[config.mk]
export PLATFORM = sky130hd
export DESIGN_NAME = streaming_string_replace
export DESIGN_NICKNAME = d
export VERILOG_FILES = /design/src/ssr_pkg.sv /design/src/ssr_cfg.sv /design/src/ssr_front.sv /design/src/ssr_back.sv /design/src/streaming_string_replace.sv
export SDC_FILE = /design/constraint.sdc
export NUM_CORES = 1
export LEC_CHECK = 0
export BUFFER_PORTS_ARGS = -buffer_cell sky130_fd_sc_hd__buf_2
export CAP_MARGIN = 0
export CORE_MARGIN = 1.5
export CORE_UTILIZATION = 45
export DETAILED_ROUTE_END_ITERATION = 10
export MAX_ROUTING_LAYER = met4
export PLACE_DENSITY_LB_ADDON = 0.08
export SYNTH_ARGS = -nofsm -noshare
export SYNTH_HDL_FRONTEND = slang
export SYNTH_SLANG_ARGS = --single-unit
[constraint.sdc]
create_clock -name clk -period 3.2 [get_ports clk]
set_clock_uncertainty 0.1 [all_clocks]
set_input_delay 0.16 -clock clk [delete_from_list [all_inputs] [get_ports clk]]
set_output_delay 0.16 -clock clk [all_outputs]
set_load 0.05 [all_outputs]
[src/ssr_pkg.sv]
// ----------------------------------------------------------------------------
// ssr_pkg
// Shared types and constants of the streaming string replace block.
// ----------------------------------------------------------------------------
package ssr_pkg;

  localparam int unsigned BYTE_W      = 8;
  localparam int unsigned WORD_W      = 64;
  localparam int unsigned LEN_W       = 4;
  localparam int unsigned ADDR_W      = 5;
  localparam int unsigned REG_SEL_LSB = 3;

  localparam logic [BYTE_W-1:0] NEWLINE_BYTE = 8'h0A;

  typedef enum logic [1:0] {
    REG_PATTERN_BYTES = 2'd0,
    REG_PATTERN_LEN   = 2'd1,
    REG_REPLACE_BYTES = 2'd2,
    REG_REPLACE_LEN   = 2'd3
  } reg_sel_t;

  typedef struct packed {
    logic [BYTE_W-1:0] in_byte;
    logic              end_of_stream;
  } in_t;

  typedef struct packed {
    logic [BYTE_W-1:0] out_byte;
    logic              last_of_run;
    logic              stream_done;
  } out_t;

  typedef struct packed {
    logic [BYTE_W-1:0] byte_val;
    logic              eos;
    logic              is_newline;
  } item_t;

  typedef struct packed {
    logic [WORD_W-1:0] pattern;
    logic [LEN_W-1:0]  pattern_len;
    logic [WORD_W-1:0] replace;
    logic [LEN_W-1:0]  replace_len;
  } cfg_t;

endpackage

[src/ssr_cfg.sv]
// ----------------------------------------------------------------------------
// ssr_cfg
// Register file on the APB-style port. Holds pattern and replacement and
// presents the lengths already limited to what the datapath supports.
// ----------------------------------------------------------------------------
module ssr_cfg #(
  parameter int unsigned PATTERN_MAX = 8,
  parameter int unsigned REPLACE_MAX = 8
) (
  input  logic                        clk,
  input  logic                        rst,
  input  logic                        psel,
  input  logic                        penable,
  input  logic                        pwrite,
  input  logic [ssr_pkg::ADDR_W-1:0]  paddr,
  input  logic [ssr_pkg::WORD_W-1:0]  pwdata,
  output logic [ssr_pkg::WORD_W-1:0]  prdata,
  output logic                        pready,
  output ssr_pkg::cfg_t               cfg
);
  import ssr_pkg::*;

  reg_sel_t          sel;
  logic              wr;
  logic [WORD_W-1:0] pattern_bytes;
  logic [LEN_W-1:0]  pattern_len;
  logic [WORD_W-1:0] replace_bytes;
  logic [LEN_W-1:0]  replace_len;
  logic [LEN_W-1:0]  plen_eff;
  logic [LEN_W-1:0]  rlen_eff;

  assign sel    = reg_sel_t'(paddr[ADDR_W-1:REG_SEL_LSB]);
  assign wr     = psel && penable && pwrite;
  assign pready = 1'b1;

  always_ff @(posedge clk) begin
    if (rst) begin
      pattern_bytes <= '0;
      pattern_len   <= LEN_W'(1);
      replace_bytes <= '0;
      replace_len   <= '0;
    end else if (wr) begin
      case (sel)
        REG_PATTERN_BYTES: pattern_bytes <= pwdata;
        REG_PATTERN_LEN:   pattern_len   <= pwdata[LEN_W-1:0];
        REG_REPLACE_BYTES: replace_bytes <= pwdata;
        REG_REPLACE_LEN:   replace_len   <= pwdata[LEN_W-1:0];
        default: ;
      endcase
    end
  end

  always_comb begin
    case (sel)
      REG_PATTERN_BYTES: prdata = pattern_bytes;
      REG_PATTERN_LEN:   prdata = WORD_W'(pattern_len);
      REG_REPLACE_BYTES: prdata = replace_bytes;
      REG_REPLACE_LEN:   prdata = WORD_W'(replace_len);
      default:           prdata = '0;
    endcase
  end

  always_comb begin
    if (pattern_len == '0) begin
      plen_eff = LEN_W'(1);
    end else if (pattern_len > LEN_W'(PATTERN_MAX)) begin
      plen_eff = LEN_W'(PATTERN_MAX);
    end else begin
      plen_eff = pattern_len;
    end
    if (replace_len > LEN_W'(REPLACE_MAX)) begin
      rlen_eff = LEN_W'(REPLACE_MAX);
    end else begin
      rlen_eff = replace_len;
    end
  end

  assign cfg = '{pattern: pattern_bytes, pattern_len: plen_eff,
                 replace: replace_bytes, replace_len: rlen_eff};

endmodule

[src/ssr_front.sv]
// ----------------------------------------------------------------------------
// ssr_front
// Accepts input bytes, marks newlines and queues them in a two-entry queue
// ahead of the replace engine.
// ----------------------------------------------------------------------------
module ssr_front (
  input  logic           clk,
  input  logic           rst,
  input  logic           in_valid,
  output logic           in_stall,
  input  ssr_pkg::in_t   in_data,
  output logic           q_valid,
  output ssr_pkg::item_t q_item,
  input  logic           q_pop
);
  import ssr_pkg::*;

  item_t       slot [2];
  logic        wr_ptr;
  logic        rd_ptr;
  logic [1:0]  fill;
  logic        push;
  item_t       new_item;

  assign in_stall = (fill == 2'd2);
  assign push     = in_valid && !in_stall;
  assign q_valid  = (fill != 2'd0);
  assign q_item   = slot[rd_ptr];

  assign new_item = '{byte_val: in_data.in_byte, eos: in_data.end_of_stream,
                      is_newline: (in_data.in_byte == NEWLINE_BYTE)};

  always_ff @(posedge clk) begin
    if (rst) begin
      wr_ptr <= 1'b0;
      rd_ptr <= 1'b0;
      fill   <= 2'd0;
    end else begin
      if (push) begin
        wr_ptr <= !wr_ptr;
      end
      if (q_pop) begin
        rd_ptr <= !rd_ptr;
      end
      case ({push, q_pop})
        2'b10:   fill <= fill + 2'd1;
        2'b01:   fill <= fill - 2'd1;
        default: fill <= fill;
      endcase
    end
  end

  always_ff @(posedge clk) begin
    if (push) begin
      slot[wr_ptr] <= new_item;
    end
  end

endmodule

[src/ssr_back.sv]
// ----------------------------------------------------------------------------
// ssr_back
// Replace engine. Holds the bytes that may still start a match, checks them
// against the pattern and emits held, replacement and newline bytes one per
// cycle while the output does not stall. The newest byte waits in a pending
// register until it is known whether it is the last one caused by its input.
// ----------------------------------------------------------------------------
module ssr_back #(
  parameter int unsigned PATTERN_MAX = 8
) (
  input  logic           clk,
  input  logic           rst,
  input  ssr_pkg::cfg_t  cfg,
  input  logic           q_valid,
  input  ssr_pkg::item_t q_item,
  output logic           q_pop,
  output logic           out_valid,
  input  logic           out_stall,
  output ssr_pkg::out_t  out_data
);
  import ssr_pkg::*;

  localparam int unsigned CNT_W  = $clog2(PATTERN_MAX + 1);
  localparam int unsigned HOLD_W = PATTERN_MAX * BYTE_W;

  typedef enum logic [4:0] {
    ST_IDLE  = 5'b00001,
    ST_CHECK = 5'b00010,
    ST_REPL  = 5'b00100,
    ST_FLUSH = 5'b01000,
    ST_TAIL  = 5'b10000
  } state_t;

  state_t              state;
  state_t              state_next;
  logic [HOLD_W-1:0]   held;
  logic [CNT_W-1:0]    held_count;
  logic [BYTE_W-1:0]   cur_byte;
  logic                cur_eos;
  logic [LEN_W-1:0]    ridx;
  logic [LEN_W-1:0]    ridx_plus;
  logic                pend_valid;
  logic [BYTE_W-1:0]   pend_byte;

  logic [PATTERN_MAX-1:0] match_ok;
  logic [LEN_W-1:0]    count_ext;
  logic                is_prefix;
  logic                full_match;
  logic                out_free;
  logic                adv_ok;
  logic [BYTE_W-1:0]   repl_byte;

  logic                push;
  logic                shift;
  logic                clear;
  logic                produce;
  logic                finish;
  logic                ridx_inc;
  logic [BYTE_W-1:0]   prod_byte;

  always_comb begin
    for (int i = 0; i < PATTERN_MAX; i++) begin
      match_ok[i] = (CNT_W'(i) >= held_count) ||
                    (held[i*BYTE_W +: BYTE_W] == cfg.pattern[i*BYTE_W +: BYTE_W]);
    end
  end

  assign count_ext  = LEN_W'(held_count);
  assign is_prefix  = (count_ext <= cfg.pattern_len) && (&match_ok);
  assign full_match = (count_ext == cfg.pattern_len);
  assign out_free   = !out_valid || !out_stall;
  assign adv_ok     = !pend_valid || out_free;
  assign ridx_plus  = ridx + LEN_W'(1);
  assign repl_byte  = cfg.replace[{ridx[2:0], 3'b000} +: BYTE_W];

  always_comb begin
    state_next = state;
    q_pop      = 1'b0;
    push       = 1'b0;
    shift      = 1'b0;
    clear      = 1'b0;
    produce    = 1'b0;
    finish     = 1'b0;
    ridx_inc   = 1'b0;
    prod_byte  = held[BYTE_W-1:0];
    case (state)
      ST_IDLE: begin
        if (q_valid) begin
          q_pop = 1'b1;
          if (q_item.is_newline) begin
            state_next = ST_FLUSH;
          end else begin
            push       = 1'b1;
            state_next = ST_CHECK;
          end
        end
      end
      ST_CHECK: begin
        if (is_prefix) begin
          if (full_match) begin
            clear      = 1'b1;
            state_next = (cfg.replace_len != '0) ? ST_REPL : ST_TAIL;
          end else if (!cur_eos && adv_ok) begin
            finish     = 1'b1;
            state_next = ST_IDLE;
          end else begin
            state_next = ST_TAIL;
          end
        end else if (adv_ok) begin
          produce = 1'b1;
          shift   = 1'b1;
        end
      end
      ST_REPL: begin
        if (adv_ok) begin
          produce   = 1'b1;
          prod_byte = repl_byte;
          ridx_inc  = 1'b1;
          if (ridx_plus == cfg.replace_len) begin
            state_next = ST_TAIL;
          end
        end
      end
      ST_FLUSH: begin
        if (adv_ok) begin
          produce = 1'b1;
          if (held_count != '0) begin
            shift = 1'b1;
          end else begin
            prod_byte  = cur_byte;
            state_next = ST_TAIL;
          end
        end
      end
      ST_TAIL: begin
        if (adv_ok) begin
          if (cur_eos && (held_count != '0)) begin
            produce = 1'b1;
            shift   = 1'b1;
          end else begin
            finish     = 1'b1;
            state_next = ST_IDLE;
          end
        end
      end
      default: state_next = ST_IDLE;
    endcase
  end

  always_ff @(posedge clk) begin
    if (rst) begin
      state      <= ST_IDLE;
      held_count <= '0;
      ridx       <= '0;
      pend_valid <= 1'b0;
      out_valid  <= 1'b0;
    end else begin
      state <= state_next;
      if (push) begin
        held_count <= held_count + CNT_W'(1);
      end else if (clear) begin
        held_count <= '0;
      end else if (shift) begin
        held_count <= held_count - CNT_W'(1);
      end
      if (clear) begin
        ridx <= '0;
      end else if (ridx_inc) begin
        ridx <= ridx_plus;
      end
      if (produce) begin
        pend_valid <= 1'b1;
      end else if (finish) begin
        pend_valid <= 1'b0;
      end
      if ((produce || finish) && pend_valid) begin
        out_valid <= 1'b1;
      end else if (out_free) begin
        out_valid <= 1'b0;
      end
    end
  end

  always_ff @(posedge clk) begin
    if (push) begin
      held[held_count*BYTE_W +: BYTE_W] <= q_item.byte_val;
    end else if (shift) begin
      held <= held >> BYTE_W;
    end
    if (q_pop) begin
      cur_byte <= q_item.byte_val;
      cur_eos  <= q_item.eos;
    end
    if (produce) begin
      pend_byte <= prod_byte;
    end
    if ((produce || finish) && pend_valid) begin
      out_data <= '{out_byte: pend_byte, last_of_run: finish,
                    stream_done: finish && cur_eos};
    end
  end

endmodule

[src/streaming_string_replace.sv]
// ----------------------------------------------------------------------------
// streaming_string_replace
// A byte that passes straight through goes from the queue to the held bytes,
// the pending register and the output register. The engine takes no new byte
// before it is through with the last, ends a match, newline or end of stream
// in a tail state and waits on output stalls. Reset clears the held bytes, the
// queue and the output, and sets pattern length one and an empty replacement.
// ----------------------------------------------------------------------------
module streaming_string_replace #(
  parameter int unsigned PATTERN_MAX = 8,
  parameter int unsigned REPLACE_MAX = 8
) (
  input  logic                       clk,
  input  logic                       rst,
  input  logic                       in_valid,
  output logic                       in_stall,
  input  ssr_pkg::in_t               in_data,
  output logic                       out_valid,
  input  logic                       out_stall,
  output ssr_pkg::out_t              out_data,
  input  logic                       psel,
  input  logic                       penable,
  input  logic                       pwrite,
  input  logic [ssr_pkg::ADDR_W-1:0] paddr,
  input  logic [ssr_pkg::WORD_W-1:0] pwdata,
  output logic [ssr_pkg::WORD_W-1:0] prdata,
  output logic                       pready
);
  import ssr_pkg::*;

  cfg_t  cfg;
  logic  q_valid;
  item_t q_item;
  logic  q_pop;

  ssr_cfg #(
    .PATTERN_MAX (PATTERN_MAX),
    .REPLACE_MAX (REPLACE_MAX)
  ) u_cfg (
    .clk     (clk),
    .rst     (rst),
    .psel    (psel),
    .penable (penable),
    .pwrite  (pwrite),
    .paddr   (paddr),
    .pwdata  (pwdata),
    .prdata  (prdata),
    .pready  (pready),
    .cfg     (cfg)
  );

  ssr_front u_front (
    .clk      (clk),
    .rst      (rst),
    .in_valid (in_valid),
    .in_stall (in_stall),
    .in_data  (in_data),
    .q_valid  (q_valid),
    .q_item   (q_item),
    .q_pop    (q_pop)
  );

  ssr_back #(
    .PATTERN_MAX (PATTERN_MAX)
  ) u_back (
    .clk       (clk),
    .rst       (rst),
    .cfg       (cfg),
    .q_valid   (q_valid),
    .q_item    (q_item),
    .q_pop     (q_pop),
    .out_valid (out_valid),
    .out_stall (out_stall),
    .out_data  (out_data)
  );

`ifndef SYNTHESIS
  a_pop_nonempty: assert property (@(posedge clk) disable iff (rst)
    q_pop |-> q_valid)
    else $error("Engine took an item from an empty queue.");

  a_accept_queued: assert property (@(posedge clk) disable iff (rst)
    in_valid && !in_stall |=> q_valid)
    else $error("Accepted input transfer is missing from the queue.");

  a_done_is_last: assert property (@(posedge clk) disable iff (rst)
    out_valid && out_data.stream_done |-> out_data.last_of_run)
    else $error("End of stream marked on a byte that is not last of its run.");

  a_reset_quiet: assert property (@(posedge clk)
    rst |=> !out_valid)
    else $error("Output valid right after reset.");
`endif

endmodule
==> flow_metrics.tcl <==
set metrics [dict create \
    design_area_um2 15770 \
    synth_top_cell_by_area "edfxtp_1" \
    peakVddDrop_mv 0.3507 \
    grtUsageTotal_pct 27.69 \
    post-route-period-util_pct 93.19 \
    synth_top_area_share_pct 26.18 \
    synth_area_um2 12730 \
    gr-total-overflow 0 \
    first_iter_violations 1080 \
    cts_max_path_buffers 3 \
    relSlewSlack_pct 42.12 \
    endpoint_kind "register" \
    total_leakage_power_uw 0.006384 \
    antenna_found_initial 1 \
    diodes 0 \
    yosys_warnings 0 \
    yosys_most_used_dff "dfxtp_1" \
    grt_pass1_vias 9882 \
    top_usage_layer "met2" \
    synthDistinctLibCells 59 \
    numClockSinks 267 \
    die_area_um2 29310 \
    use_met2_pct 41.02 \
    regToRegStartpoint "u_back.held[57]$_SDFFCE_PN0P_" \
    initial_core_util_pct 45.83 \
    path_class "reg -> reg" \
    grtUsageMet1_pct 39.22 \
    critPathBufInv 0 \
    cts_root_buffer "clkbuf_16" \
    vias 10830 \
    finalSetupViolCount 0 \
    fmax_ghz 0.3354 \
    status "finished, final reports clean" \
    rrSetupSlack_ns 0.22 \
    placementRows 61 \
    path_max_fanout 9 \
    gp_congestion 0.9627 \
    regArea_um2 6456 \
    maxCapViolations 0 \
    syn_avg_cell_area_um2 9.246 \
    drt-pass1-iter-count 6 \
    cts-buffers-inserted 29 \
    use_met3_pct 4.142 \
    num-fill-cells 2567 \
    dp_hpwl_um 28250 \
    synth_seq_cells 267 \
    synth_edf_count 111 \
    async_flop_share_pct 0 \
    post_cts_buffers 0 \
    slowest_delay_ns 0.43 \
    min_path_type "in -> reg" \
    required_ns 3.33 \
    insertion_delay_ns 0.56 \
    routed_wirelength_um 40020 \
    routedWlPerCell_um 20.05 \
    final_core_util_pct 56.76 \
    multi_input_area_um2 5898 \
    period_minus_slack_ns 2.982 \
    critPathTopFamily "compound AO/OA/AOI/OAI gates" \
    cp_slowest_cell "edfxtp_1" \
    ys_top_cells_by_count "nand2_1 (357), dfxtp_1 (156), a21oi_1 (149)" \
    tns_ns 0 \
    area_growth_pct 23.86 \
    ant_nets 0 \
    viasPerCell 5.427 \
    place_area_um2 13990 \
    grt_start_max_net_pins 72 \
    cp.arrival_ns 3.11 \
    crit_path_start "u_back.held[57]$_SDFFCE_PN0P_" \
    num-nets-final 1692 \
    clkTransAtPathRegs_ns 0.06 \
    core_area_um2 27780 \
    worst_slew_pin_slew_ns 0.8683 \
    io_buffers 157 \
    yosysMostFrequentCell "nand2_1" \
    finalHoldViolations 0 \
    hold_start "paddr[4]" \
    slew_violations 0 \
    drc 0 \
    power.density_nw_per_um2 591.7 \
    grt_pass1_wl_um 58880 \
    ys_seq_area_share_pct 50.71 \
    io_pins 162 \
    synth_cells 1377 \
    rsz0062_at_grt "false" \
    cts_tree "yes" \
    startpoint_type "register" \
    drive_above_1_share_pct 16.75 \
    synth.area.top_cells "edfxtp_1 (26%), dfxtp_1 (25%), nand2_1 (11%), mux2i_1 (7.2%), a21oi_1 (5.9%)" \
    crit_chain "xor2_1 > nor4_1 > a21oi_1 > a2111oi_4 > a31oi_2 > o21ai_4 > nand2_1" \
    synth_nets 1473 \
    die_y_um 171.2 \
    die_w_um 171.2 \
    htree_num_levels 1 \
]
## layout make-up
type	count	share of cell area, %
clock buffer	36	4.768
tap	378	2.999
sequential	267	40.94
timing repair buffer	267	11.82
inverter	29	0.6903
clock inverter	17	1.381
multi-input combinational	1002	37.40
## power by group
| group | internal [uW] | total, uW | leakage, uW | switching, uW |
|---|---|---|---|---|
| sequential | 3880 | 4050 | 0.00228 | 168 |
| combinational | 642 | 1830 | 0.00363 | 1190 |
| clock | 2070 | 3450 | 0.000476 | 1380 |
## final timing paths
path / cells after the start / to
worst min-delay path: 5 / u_cfg.replace_bytes[11]$_SDFFE_PP0P_
worst min register to register: 0 / u_back.out_data[8]$_DFFE_PP_
worst max register to register: 7 / u_back.held[29]$_DFFE_PP_
worst max-delay path: 7 / u_back.held[29]$_DFFE_PP_
## placed cells by master (no fill, tap or decap), types with 62 or more instances in the layout
cell type and instances:
dlygate4sd3_1 79, o21ai_0 62, buf_2 155, edfxtp_1 111
dfxtp_1 156, mux2i_1 92, nand2_1 356, a21oi_1 149
nor2_1 104, xor2_1 72
## kinds of logic (layout without fill, tap and decap cells)
kind of cell             after synthesis  in the layout  share of synthesized area (%)
AO/OA/AOI/OAI                        254            254                          10.99
AND/OR/NAND/NOR                      545            545                          17.66
adder cells (fa/ha/maj)               11             11                          1.081
multiplexers                         115            115                          11.07
XOR/XNOR                              76             76                          5.228
flip-flops                           267            267                          50.71
other                                  1              1                        0.02945
buffers and inverters                108            349                          3.243
## metrics by stage
stage | worst slack, ns | cells | power [uW] | hold WS (ns)
2_1_floorplan | 0.2673 | 1377 | 5187 | 0.1589
3_3_place_gp | 0.1449 | 1864 | 5839 | 0.2476
3_5_place_dp | 0.1715 | 1864 | 5838 | 0.2510
4_1_cts | 0.1356 | 1996 | 9343 | 0.02277
5_1_grt | 0.008670 | 1996 | 9699 | 0.07068
6_report | 0.2181 | 1996 | 9332 | 0.04539
## registers in the layout, summed over array words and instances, names as in the netlist, 5 cells and up, named ones only
register and count:
u_back.pend_byte 8, u_back.state 5, u_back.out_data 10, u_cfg.replace_bytes 64
u_front.slot 20, u_back.held 64, u_back.cur_byte 8, u_cfg.pattern_bytes 64
## metal layers
layer | share of wire (%) | up-vias
li1 | - | 5182
met1 | 45 | 5174
met2 | 44 | 415
met3 | 7.3 | 61
met4 | 2.8 | 0
met5 | 0 | -
## worst register-to-register path, stage by stage (launching register included)
cell and delay (ns):
edfxtp_1 0.43, xor2_1 0.16, nor4_1 0.40, a21oi_1 0.23, a2111oi_4 0.40, a31oi_2 0.21
o21ai_4 0.40, nand2_1 0.33
## timing repair
| item | in CTS | in global routing |
|---|---|---|
| setup endpoints to repair | 0 | 67 |
| resized for setup | 0 | 4 |
| hold buffers | 79 | 0 |
| hold endpoints to repair | 164 | 0 |
Power figures use the tool's default switching activity.
